--- src/hdl/wbct_pkg.sv ---
// shared constants, codes and types for the work/break countdown timer
package wbct_pkg;

    // field widths
    localparam int MODE_W   = 4;
    localparam int SEC_W    = 16;
    localparam int STATUS_W = 2;
    localparam int CFG_IDX_W = 1;

    // default count width
    localparam int COUNT_BITS_DEF = 16;

    // register reset values
    localparam logic [SEC_W-1:0] WORK_RESET  = 16'd1500;
    localparam logic [SEC_W-1:0] BREAK_RESET = 16'd300;

    // configuration register indexes
    localparam logic [CFG_IDX_W-1:0] CFG_WORK  = 1'd0;
    localparam logic [CFG_IDX_W-1:0] CFG_BREAK = 1'd1;

    // event modes
    localparam logic [MODE_W-1:0] MODE_TICK   = 4'd0;
    localparam logic [MODE_W-1:0] MODE_PLAY   = 4'd1;
    localparam logic [MODE_W-1:0] MODE_PAUSE  = 4'd2;
    localparam logic [MODE_W-1:0] MODE_TOGGLE = 4'd3;
    localparam logic [MODE_W-1:0] MODE_ADD    = 4'd4;
    localparam logic [MODE_W-1:0] MODE_SUB    = 4'd5;
    localparam logic [MODE_W-1:0] MODE_BRK_ON = 4'd6;
    localparam logic [MODE_W-1:0] MODE_BRK_OFF = 4'd7;
    localparam logic [MODE_W-1:0] MODE_RELOAD = 4'd8;

    // result status codes
    localparam logic [STATUS_W-1:0] ST_OK       = 2'd0;
    localparam logic [STATUS_W-1:0] ST_PLAY_ERR = 2'd1;
    localparam logic [STATUS_W-1:0] ST_BRK_ERR  = 2'd2;
    localparam logic [STATUS_W-1:0] ST_NEG_ERR  = 2'd3;

    // timer control flags
    typedef struct packed {
        logic break_phase;
        logic is_playing;
        logic was_idle;
    } flags_t;

    // per-beat report
    typedef struct packed {
        logic [STATUS_W-1:0] status;
        logic                break_started;
        logic                break_ended;
    } report_t;

endpackage

--- src/hdl/wbct_ifs.sv ---
// valid/ready channel interfaces for timer events and results

// event channel
interface wbct_in_if;
    logic                         valid;
    logic                         ready;
    logic [wbct_pkg::MODE_W-1:0]  mode;
    logic [wbct_pkg::SEC_W-1:0]   amount_seconds;
    logic                         user_idle;

    modport source (output valid, output mode, output amount_seconds, output user_idle,
                    input ready);
    modport sink   (input valid, input mode, input amount_seconds, input user_idle,
                    output ready);
endinterface

// result channel
interface wbct_out_if;
    logic                           valid;
    logic                           ready;
    logic [wbct_pkg::SEC_W-1:0]     remaining_seconds;
    logic                           on_break;
    logic                           running;
    logic [wbct_pkg::STATUS_W-1:0]  status;
    logic                           break_started;
    logic                           break_ended;

    modport source (output valid, output remaining_seconds, output on_break, output running,
                    output status, output break_started, output break_ended,
                    input ready);
    modport sink   (input valid, input remaining_seconds, input on_break, input running,
                    input status, input break_started, input break_ended,
                    output ready);
endinterface

--- src/hdl/wbct_cfg.sv ---
// phase length registers with write port
module wbct_cfg
(
    input  logic                             clk,
    input  logic                             rst_n,
    input  logic                             cfg_we,
    input  logic [wbct_pkg::CFG_IDX_W-1:0]   cfg_index,
    input  logic [wbct_pkg::SEC_W-1:0]       cfg_data,
    output logic [wbct_pkg::SEC_W-1:0]       work_len,
    output logic [wbct_pkg::SEC_W-1:0]       break_len
);

    logic [wbct_pkg::SEC_W-1:0] work_reg;
    logic [wbct_pkg::SEC_W-1:0] break_reg;

    // register writes
    always_ff @(posedge clk or negedge rst_n)
    begin
        if (!rst_n)
        begin
            work_reg  <= wbct_pkg::WORK_RESET;
            break_reg <= wbct_pkg::BREAK_RESET;
        end
        else if (cfg_we)
        begin
            if (cfg_index == wbct_pkg::CFG_WORK)
                work_reg <= cfg_data;
            if (cfg_index == wbct_pkg::CFG_BREAK)
                break_reg <= cfg_data;
        end
    end

    assign work_len  = work_reg;
    assign break_len = break_reg;

endmodule

--- src/hdl/wbct_step.sv ---
// next-state logic for one timer event
module wbct_step
#(
    parameter int COUNT_BITS = wbct_pkg::COUNT_BITS_DEF
)
(
    input  logic [COUNT_BITS-1:0]            count,
    input  wbct_pkg::flags_t                 flags,
    input  logic [wbct_pkg::SEC_W-1:0]       work_len,
    input  logic [wbct_pkg::SEC_W-1:0]       break_len,
    input  logic [wbct_pkg::MODE_W-1:0]      mode,
    input  logic [wbct_pkg::SEC_W-1:0]       amount,
    input  logic                             idle,
    output logic [COUNT_BITS-1:0]            count_next,
    output wbct_pkg::flags_t                 flags_next,
    output wbct_pkg::report_t                report
);

    // working width wide enough for count, lengths and a carry
    localparam int WIDE = ((COUNT_BITS > wbct_pkg::SEC_W) ? COUNT_BITS : wbct_pkg::SEC_W) + 1;
    localparam logic [WIDE-1:0] CMAX = WIDE'((64'd1 << COUNT_BITS) - 64'd1);

    logic [WIDE-1:0]       count_w;
    logic [WIDE-1:0]       amount_w;
    logic [WIDE-1:0]       work_w;
    logic [WIDE-1:0]       break_w;
    logic [WIDE-1:0]       sum_w;
    logic [WIDE-1:0]       diff_w;
    logic [COUNT_BITS-1:0] work_fit;
    logic [COUNT_BITS-1:0] break_fit;
    logic [COUNT_BITS-1:0] sum_fit;
    logic [COUNT_BITS-1:0] cnt_mid;
    logic                  chk_zero;
    logic                  brk_mid;

    // extended operands
    assign count_w  = WIDE'(count);
    assign amount_w = WIDE'(amount);
    assign work_w   = WIDE'(work_len);
    assign break_w  = WIDE'(break_len);
    assign sum_w    = count_w + amount_w;
    assign diff_w   = count_w - amount_w;

    // saturate loaded lengths and sums at the count range
    assign work_fit  = (work_w  > CMAX) ? CMAX[COUNT_BITS-1:0] : work_w[COUNT_BITS-1:0];
    assign break_fit = (break_w > CMAX) ? CMAX[COUNT_BITS-1:0] : break_w[COUNT_BITS-1:0];
    assign sum_fit   = (sum_w   > CMAX) ? CMAX[COUNT_BITS-1:0] : sum_w[COUNT_BITS-1:0];

    // event decode and phase flip on zero
    always_comb
    begin
        cnt_mid              = count;
        chk_zero             = 1'b0;
        flags_next           = flags;
        report.status        = wbct_pkg::ST_OK;
        report.break_started = 1'b0;
        report.break_ended   = 1'b0;

        unique case (mode)
            wbct_pkg::MODE_TICK:
            begin
                if (!idle)
                begin
                    if (flags.is_playing)
                    begin
                        if (count != '0)
                            cnt_mid = count - COUNT_BITS'(1);
                        chk_zero = 1'b1;
                    end
                    else
                        report.status = wbct_pkg::ST_PLAY_ERR;
                    flags_next.was_idle = 1'b0;
                end
                else if (!flags.was_idle)
                begin
                    cnt_mid             = work_fit;
                    chk_zero            = 1'b1;
                    flags_next.was_idle = 1'b1;
                end
            end
            wbct_pkg::MODE_PLAY:
            begin
                if (flags.is_playing)
                    report.status = wbct_pkg::ST_PLAY_ERR;
                else
                    flags_next.is_playing = 1'b1;
            end
            wbct_pkg::MODE_PAUSE:
            begin
                if (!flags.is_playing)
                    report.status = wbct_pkg::ST_PLAY_ERR;
                else
                    flags_next.is_playing = 1'b0;
            end
            wbct_pkg::MODE_TOGGLE:
            begin
                flags_next.is_playing = !flags.is_playing;
            end
            wbct_pkg::MODE_ADD:
            begin
                cnt_mid  = sum_fit;
                chk_zero = 1'b1;
            end
            wbct_pkg::MODE_SUB:
            begin
                if (amount_w > count_w)
                    report.status = wbct_pkg::ST_NEG_ERR;
                else
                begin
                    cnt_mid  = diff_w[COUNT_BITS-1:0];
                    chk_zero = 1'b1;
                end
            end
            wbct_pkg::MODE_BRK_ON:
            begin
                if (flags.break_phase)
                    report.status = wbct_pkg::ST_BRK_ERR;
                else
                begin
                    flags_next.break_phase = 1'b1;
                    cnt_mid                = break_fit;
                    report.break_started   = 1'b1;
                end
            end
            wbct_pkg::MODE_BRK_OFF:
            begin
                if (!flags.break_phase)
                    report.status = wbct_pkg::ST_BRK_ERR;
                else
                begin
                    flags_next.break_phase = 1'b0;
                    cnt_mid                = work_fit;
                    report.break_ended     = 1'b1;
                end
            end
            wbct_pkg::MODE_RELOAD:
            begin
                cnt_mid = work_fit;
            end
            default:
            begin
                cnt_mid = count;
            end
        endcase

        // single phase flip when a count change lands on zero
        brk_mid    = flags_next.break_phase;
        count_next = cnt_mid;
        if (chk_zero && (cnt_mid == '0))
        begin
            if (brk_mid)
            begin
                flags_next.break_phase = 1'b0;
                count_next             = work_fit;
                report.break_ended     = 1'b1;
            end
            else
            begin
                flags_next.break_phase = 1'b1;
                count_next             = break_fit;
                report.break_started   = 1'b1;
            end
        end
    end

endmodule

--- src/hdl/work_break_countdown_timer.sv ---
// work/break countdown timer: one event beat in, one result beat out
// an accepted event beat is held in the input register until the output register can take it,
//   and its result is then loaded into the output register
// throughput: one beat per cycle while the result channel does not stall the output register
// reset: count loads the work length reset value, work phase, playing, not idle;
//   both length registers take their reset values and both pipeline stages empty
module work_break_countdown_timer
#(
    parameter int COUNT_BITS = wbct_pkg::COUNT_BITS_DEF
)
(
    input  logic                             clk,
    input  logic                             rst_n,
    wbct_in_if.sink                          in,
    wbct_out_if.source                       out,
    input  logic                             cfg_we,
    input  logic [wbct_pkg::CFG_IDX_W-1:0]   cfg_index,
    input  logic [wbct_pkg::SEC_W-1:0]       cfg_data
);

    localparam logic [63:0] CMAX64  = (64'd1 << COUNT_BITS) - 64'd1;
    localparam logic [63:0] WORK64  = 64'(wbct_pkg::WORK_RESET);
    localparam logic [COUNT_BITS-1:0] COUNT_RESET =
        COUNT_BITS'((WORK64 > CMAX64) ? CMAX64 : WORK64);
    localparam int WIDE = ((COUNT_BITS > wbct_pkg::SEC_W) ? COUNT_BITS : wbct_pkg::SEC_W);

    logic [wbct_pkg::SEC_W-1:0]    work_len;
    logic [wbct_pkg::SEC_W-1:0]    break_len;

    // input stage
    logic                          in_valid_reg;
    logic [wbct_pkg::MODE_W-1:0]   mode_reg;
    logic [wbct_pkg::SEC_W-1:0]    amount_reg;
    logic                          idle_reg;

    // timer state
    logic [COUNT_BITS-1:0]         count_reg;
    logic [COUNT_BITS-1:0]         count_next;
    wbct_pkg::flags_t              flags_reg;
    wbct_pkg::flags_t              flags_next;
    wbct_pkg::report_t             report;

    // output stage
    logic                          out_valid_reg;
    logic [wbct_pkg::SEC_W-1:0]    remain_reg;
    logic                          on_break_reg;
    logic                          running_reg;
    wbct_pkg::report_t             report_reg;

    logic                          out_load;
    logic                          advance;
    logic [WIDE-1:0]               count_ext;

    wbct_cfg u_cfg
    (
        .clk       (clk),
        .rst_n     (rst_n),
        .cfg_we    (cfg_we),
        .cfg_index (cfg_index),
        .cfg_data  (cfg_data),
        .work_len  (work_len),
        .break_len (break_len)
    );

    wbct_step #(.COUNT_BITS(COUNT_BITS)) u_step
    (
        .count      (count_reg),
        .flags      (flags_reg),
        .work_len   (work_len),
        .break_len  (break_len),
        .mode       (mode_reg),
        .amount     (amount_reg),
        .idle       (idle_reg),
        .count_next (count_next),
        .flags_next (flags_next),
        .report     (report)
    );

    // handshake between stages
    assign out_load = !out_valid_reg || out.ready;
    assign advance  = in_valid_reg && out_load;
    assign in.ready = !in_valid_reg || out_load;

    // input register control
    always_ff @(posedge clk or negedge rst_n)
    begin
        if (!rst_n)
            in_valid_reg <= 1'b0;
        else if (in.ready)
            in_valid_reg <= in.valid;
    end

    // input register payload
    always_ff @(posedge clk)
    begin
        if (in.ready && in.valid)
        begin
            mode_reg   <= in.mode;
            amount_reg <= in.amount_seconds;
            idle_reg   <= in.user_idle;
        end
    end

    // timer state update
    always_ff @(posedge clk or negedge rst_n)
    begin
        if (!rst_n)
        begin
            count_reg             <= COUNT_RESET;
            flags_reg.break_phase <= 1'b0;
            flags_reg.is_playing  <= 1'b1;
            flags_reg.was_idle    <= 1'b0;
        end
        else if (advance)
        begin
            count_reg <= count_next;
            flags_reg <= flags_next;
        end
    end

    // output register control
    always_ff @(posedge clk or negedge rst_n)
    begin
        if (!rst_n)
            out_valid_reg <= 1'b0;
        else if (out_load)
            out_valid_reg <= in_valid_reg;
    end

    // low seconds bits of the new count
    assign count_ext = WIDE'(count_next);

    // output register payload
    always_ff @(posedge clk)
    begin
        if (advance)
        begin
            remain_reg   <= count_ext[wbct_pkg::SEC_W-1:0];
            on_break_reg <= flags_next.break_phase;
            running_reg  <= flags_next.is_playing;
            report_reg   <= report;
        end
    end

    assign out.valid             = out_valid_reg;
    assign out.remaining_seconds = remain_reg;
    assign out.on_break          = on_break_reg;
    assign out.running           = running_reg;
    assign out.status            = report_reg.status;
    assign out.break_started     = report_reg.break_started;
    assign out.break_ended       = report_reg.break_ended;

endmodule

--- src/flat_wrapper.sv ---
// flat-port wrapper written by rule: the top's interface ports become plain ports
module work_break_countdown_timer_flat 
#(
    parameter int COUNT_BITS = wbct_pkg::COUNT_BITS_DEF
)
  (clk, rst_n, cfg_we, cfg_index, cfg_data, in_valid, in_mode, in_amount_seconds, in_user_idle, in_ready, out_valid, out_remaining_seconds, out_on_break, out_running, out_status, out_break_started, out_break_ended, out_ready);
  wbct_in_if in_i ();
  wbct_out_if out_i ();
  input  logic clk;
  input  logic rst_n;
  input  logic cfg_we;
  input  logic [wbct_pkg::CFG_IDX_W-1:0] cfg_index;
  input  logic [wbct_pkg::SEC_W-1:0] cfg_data;
  input wire logic [$bits(in_i.valid)-1:0] in_valid;
  input wire logic [$bits(in_i.mode)-1:0] in_mode;
  input wire logic [$bits(in_i.amount_seconds)-1:0] in_amount_seconds;
  input wire logic [$bits(in_i.user_idle)-1:0] in_user_idle;
  output wire logic [$bits(in_i.ready)-1:0] in_ready;
  output wire logic [$bits(out_i.valid)-1:0] out_valid;
  output wire logic [$bits(out_i.remaining_seconds)-1:0] out_remaining_seconds;
  output wire logic [$bits(out_i.on_break)-1:0] out_on_break;
  output wire logic [$bits(out_i.running)-1:0] out_running;
  output wire logic [$bits(out_i.status)-1:0] out_status;
  output wire logic [$bits(out_i.break_started)-1:0] out_break_started;
  output wire logic [$bits(out_i.break_ended)-1:0] out_break_ended;
  input wire logic [$bits(out_i.ready)-1:0] out_ready;
  assign in_i.valid = in_valid;
  assign in_i.mode = in_mode;
  assign in_i.amount_seconds = in_amount_seconds;
  assign in_i.user_idle = in_user_idle;
  assign in_ready = in_i.ready;
  assign out_valid = out_i.valid;
  assign out_remaining_seconds = out_i.remaining_seconds;
  assign out_on_break = out_i.on_break;
  assign out_running = out_i.running;
  assign out_status = out_i.status;
  assign out_break_started = out_i.break_started;
  assign out_break_ended = out_i.break_ended;
  assign out_i.ready = out_ready;
  work_break_countdown_timer #(.COUNT_BITS(COUNT_BITS)) u_core (.clk(clk), .rst_n(rst_n), .in(in_i), .out(out_i), .cfg_we(cfg_we), .cfg_index(cfg_index), .cfg_data(cfg_data));
endmodule
--- config.mk ---
export PLATFORM = sky130hd
export DESIGN_NAME = work_break_countdown_timer_flat
export DESIGN_NICKNAME = d
export VERILOG_FILES = /design/src/hdl/wbct_pkg.sv /design/src/hdl/wbct_ifs.sv /design/src/hdl/wbct_cfg.sv /design/src/hdl/wbct_step.sv /design/src/hdl/work_break_countdown_timer.sv /design/src/flat_wrapper.sv
export SDC_FILE = /design/constraint.sdc
export NUM_CORES = 1
export LEC_CHECK = 0
export BUFFER_PORTS_ARGS = -buffer_cell sky130_fd_sc_hd__buf_2
export CORE_MARGIN = 1.5
export CORE_UTILIZATION = 60
export DETAILED_ROUTE_END_ITERATION = 10
export PLACE_DENSITY = 0.8
export SLEW_MARGIN = 10
export SYNTH_ARGS = -nofsm -noshare
export SYNTH_HDL_FRONTEND = slang
export SYNTH_HIERARCHICAL = 1
export SYNTH_SLANG_ARGS = --single-unit
export TNS_END_PERCENT = 20
--- constraint.sdc ---
create_clock -name clk -period 4.5 [get_ports clk]
set_input_delay 1.35 -clock clk [delete_from_list [all_inputs] [get_ports clk]]
set_output_delay 1.35 -clock clk [all_outputs]
set_load 0.02 [all_outputs]
Word-level counts from Yosys, hierarchy flattened
Cells that the tools add are included.
Word-level totals
  bits of input ports: 43
  bits in registers: 96
  output and inout bits: 24
  logic and storage cells: 84
Operators by class
  reductions and logical operators: 14
  equal/unequal tests: 8
  bitwise logic cells: 1
  mux-type cells: 37
  magnitude comparators: 4
  $add $sub $neg: 3
Operators with widths (number)
  2-to-1 mux 16 bit: 12
  one-hot mux 16 bit (6 select lines): 1
  > comparator 16 bit (second input constant): 2
  adder 16 x 16 -> 17 bit: 1
  > comparator 17 x 16 -> 1 bit (second input constant): 1
  equality test 4 x 3 -> 1 bit (second input constant): 4
  > comparator 16 bit: 1
  zero test 16 bit: 1
  2-to-1 mux 1 bit: 16
  nonzero test 16 bit: 1
  subtractor 16 x 1 -> 16 bit (second input constant): 1
  subtractor 16 bit: 1
  one-hot mux 2 bit (6 select lines): 1
  equality test 4 x 2 -> 1 bit (second input constant): 2
  2-to-1 mux 2 bit: 4
  one-hot mux 1 bit (3 select lines): 2
  AND reduction 2 bit: 3
  equality test 4 x 1 -> 1 bit (second input constant): 1
  equality test 4 bit (second input constant): 1
  zero test 4 bit: 1
  logical AND 1 bit: 3
  zero test 1 bit: 3
  logical OR 1 bit: 2
  one-hot mux 1 bit (2 select lines): 1
  inverter 1 bit: 1

Logic depth before layout (Yosys ltp)
  word-level depth: 8
  gate-level depth with buffers: 18
  mapped depth without buffers: 16

Hierarchy
The synthesis kept the hierarchy.
Modules (own cells, without submodules)
  wbct_step: area each 3996.3 um^2, seq. area each 0.0 um^2, cells an instance 594, times used 1
  work_break_countdown_timer: area each 2178.3 um^2, seq. area each 1826.8 um^2, cells an instance 92, times used 1
  wbct_cfg: area each 1266.2 um^2, seq. area each 814.5 um^2, cells an instance 69, times used 1

Worst setup path after synthesis
Ideal clock, no wire load.
  path type: reg-to-reg
  start: register u_core.count_reg[0]
  end: register u_core/flags_reg[2] in the netlist's numbering
  buffers on the path: 0
  data arrival time: 3628 ps
  setup slack: 747 ps
  library setup time: 125 ps
  clock period less this slack: 3753 ps
  required time: 4375 ps
  stages on the path, launching flop included: 17
  cell sequence: dfrtp_1 > inv_1 > ha_1 > inv_1 > fa_1 > a211oi_2 > o21ai_2 > a21boi_2 > o31a_4 > o32ai_1 > or3_4 > o21a_1 > nor4b_1 > o2111a_2 > nand4_4 > mux2i_1 > mux2_4
RTL lines
  start, declared: line work_break_countdown_timer.sv:37  | logic [COUNT_BITS-1:0] count_reg;
  start signal, assigned: line work_break_countdown_timer.sv:116  | count_reg <= count_next;
  end signal, assigned: line work_break_countdown_timer.sv:117  | flags_reg <= flags_next;
  end, declared: line work_break_countdown_timer.sv:39  | wbct_pkg::flags_t flags_reg;

Worst setup path in the final report
  start: register u_core.count_reg[0]
  end: register u_core.count_reg[1]
On the way
  cells in the longest elaborated chain, start to end: 8
  elaborated cells between the ends (all ways): 20
  classes of those cells: add/sub: 3; order compare: 2; mux: 12; reduce/logical: 3
RTL lines
  parallel branches: the longest is 7 deep, another holds adder 16 x 16 -> 17 bit
  2-to-1 mux 16 bit *: line wbct_step.sv:149  | if (chk_zero && (cnt_mid == '0))
  net u_core.count_ext[1]: line work_break_countdown_timer.sv:52  | logic [WIDE-1:0] count_ext;
Mark *: on every way through the listed nets, which the timed path passes.
A chain may end at the register's enable or synchronous reset.

==> impl_metrics.tcl <==
set metrics [dict create \
    p_sw_w 0.00237 \
    dr_total_vias 6648 \
    drv_cap 0 \
    fin_area_sq_mm 0.00845 \
    period_needed_ns 4.29 \
    coreArea_sq_mm 0.0121 \
    drv_slew 0 \
    synth_edf_count 43 \
    grt_max_degree 42 \
    dpl-instance-area_sq_mm 0.00815 \
    dieArea_sq_mm 0.0131 \
    clk_pin_slew_ns 0.07 \
    utilization_pct 70.1 \
    status "finished clean" \
    p_per_area_mw_per_mm2 613 \
    globalplace.congestion 1.01 \
    finalHoldViolCount 0 \
    start_util_pct 61.7 \
    synth_nets 834 \
    synth.distinct_cells 90 \
    finalCritPeriodShare_pct 95.3 \
    synth_most_common_cell "nor2_1" \
    cp.arrival_ns 4.58 \
    setup_tns_ns 0 \
    die_h_um 114 \
    yosys_warnings 6 \
    wl_per_cell_um 23.4 \
    postSynth.asyncResetShare_pct 55.2 \
    syn_area_per_cell_sq_um 9.86 \
    drcViolationCount 0 \
    cts-hold-fix-buffers 0 \
    p_clk_share_pct 15.1 \
    cts_resized 0 \
    crit_type "register to register" \
    crit_path_end_kind "register" \
    setup_viol 0 \
    p_int_w 0.00281 \
    synth_commonest_cells "63 x nor2_1, 55 x a21oi_1, 49 x nand2_1, 43 x edfxtp_1, 38 x o21ai_0" \
    final_layout_size_suffix_gt1_share_pct 29.1 \
    required_ns 4.79 \
    combPwrFrac_pct 59.1 \
    clock_sinks 96 \
    grt_pass1_wl_um 36400 \
    grt_pass1_vias 6443 \
    switching_share_pct 45.8 \
    worst-path-max-fanout 8 \
    numCtsBuffers 9 \
    cpPeakStageDelay_ns 0.47 \
    ys_seq_area_share_pct 35.5 \
    r2r_slack_ns 0.21 \
    final_nets 925 \
    max-vdd-ir-drop_mv 0.348 \
    fp.dieW_um 114 \
    antenna_found_initial 0 \
    power_leakage_nw 3.58 \
    cts_tree "done" \
    drtIter0Drc 699 \
    critPathLaunchType "register" \
    dp_hpwl_um 18700 \
    cts_setup_buffers 0 \
    rsz0062_at_grt "false" \
    slowest_stage "o21ai_0" \
    syn_to_final_growth_pct 13.6 \
    synth_cells 755 \
    vias_per_cell 6.52 \
    synth_area_leader_cell "edfxtp_1" \
    synth-main-ff-cell "edfxtp_1" \
    min_path_type "register to register" \
    worstMarginPinSlew_ns 0.983 \
    num_antenna_cells 0 \
    htreeDepth 3 \
    track_usage_pct 37.5 \
    syn_area_sq_mm 0.00744 \
    power_frac_seq_pct 25.9 \
    portBuffers 66 \
    overflow 0 \
    relSlewSlack_pct 33.9 \
    clockBufferDepth 2 \
    clk_latency_ns 0.35 \
    ys_top_cells_by_area "edfxtp_1 17%, dfrtp_1 11%, dfstp_2 6.7%" \
    cts-root-buf "clkbuf_16" \
    max_clock_freq_mhz 233 \
    worstPathCellList "inv_1 -> ha_1 -> inv_1 -> fa_1 -> a211oi_2 -> o21ai_2 -> a21boi_2 -> o31a_4 -> o32ai_1 -> or3_4 -> nor4b_1 -> nor4bb_1 -> o2111a_2 -> nand4_4 -> o21ai_0 -> mux2_4" \
    skew_ns 0.00715 \
    power_w 0.00518 \
    cp_common_cell "inv_1" \
    routed_wirelength_um 23800 \
    synth-seq-cells 96 \
    synth_top_cell_area_share_pct 17.4 \
    io_pins 67 \
    dr.pass1.iters 5 \
    rows 40 \
    antenna_left 0 \
]
-- final cells by class --
class | instances | area (sq um)
inverter | 36 | 135
timing repair buffer | 119 | 741
clock inverter | 5 | 35.0
fill | 917 | 3610
sequential | 96 | 2640
clock buffer | 11 | 264
multi-input combinational | 584 | 4430
tap | 168 | 210
-- power groups by stage --
stage / clock, W / combinational [W] / sequential [W]
2_1_floorplan: 0 / 0.00195 / 0.00140
3_3_place_gp: 0 / 0.00290 / 0.00134
3_5_place_dp: 0 / 0.00293 / 0.00135
4_1_cts: 0.000789 / 0.00296 / 0.00134
5_1_grt: 0.000818 / 0.00324 / 0.00136
6_report: 0.000781 / 0.00306 / 0.00134
-- per-stage QoR --
stage	cells	setup slack [ns]	hold WS, ns
after CTS	1019	0.188	0.517
after global placement	1003	0.276	0.487
after detailed placement	1003	0.219	0.498
after global routing	1019	0.0126	0.558
after floorplan	755	0.747	0.475
final	1019	0.211	0.515
-- cells by family after synthesis --
family,after synthesis,share of synthesized area [%]
AND/OR/NAND/NOR,222,15.8
flip-flops,96,35.5
adder cells (fa/ha/maj),36,6.26
AO/OA/AOI/OAI,217,20.9
multiplexers,78,12.8
XOR/XNOR,31,3.65
buffers and inverters,75,5.13
-- final timing paths --
check / depth (start not counted) / end / from
worst min-delay path: 1 / u_core/out.valid / u_core/in_valid_reg
min in group asynchronous: 1 / u_core/u_cfg/work_len[1] / rst_n
worst max register to register: 16 / u_core/count_reg[1] / u_core/count_reg[0]
worst min register to register: 1 / u_core/out.valid / u_core/in_valid_reg
max in group asynchronous: 2 / u_core/count_reg[10] / rst_n
worst max-delay path: 16 / u_core/count_reg[1] / u_core/count_reg[0]
-- routing by layer --
| metal | GRT usage (%) | routed length, um |
|---|---|---|
| met5 | 0 | 0 |
| met3 | 7.89 | 2470 |
| met1 | 52.0 | 9910 |
| met2 | 59.4 | 10800 |
| met4 | 11.3 | 619 |
-- worst max-delay path: cells and delay by family (launching register included) --
kind            cells  cell delay (ns)
compound gates      7             1.67
fa+ha+maj           2             0.60
buf+inv             2             0.15
flops               1             0.41
mux                 1             0.23
simple gates        4             1.15
-- layout by cell type (no fill, tap or decap), types with 6 or more instances in the layout --
master	synthesis	final
o21ai_0	38	36
ha_1	34	34
inv_1	35	35
nand4_1	7	7
dfrtp_1	34	34
o21a_1	6	6
buf_2	13	66
mux2_4	29	29
a221oi_1	10	10
a31oi_1	8	8
clkbuf_16	0	10
mux2_2	24	24
o211ai_1	9	9
o22ai_1	7	7
mux2i_1	25	25
a211oi_1	11	11
a21oi_1	55	54
nand3b_1	6	6
o31ai_1	8	8
xor2_1	11	11
nor4_1	10	10
nand2_1	49	49
nand2b_1	10	10
nor3_1	19	19
nand3_1	9	9
buf_4	6	52
nor2_1	63	63
dfstp_2	19	19
xnor2_1	20	20
nor2b_1	9	9
edfxtp_1	43	43
(Power assumes the default switching activity.)
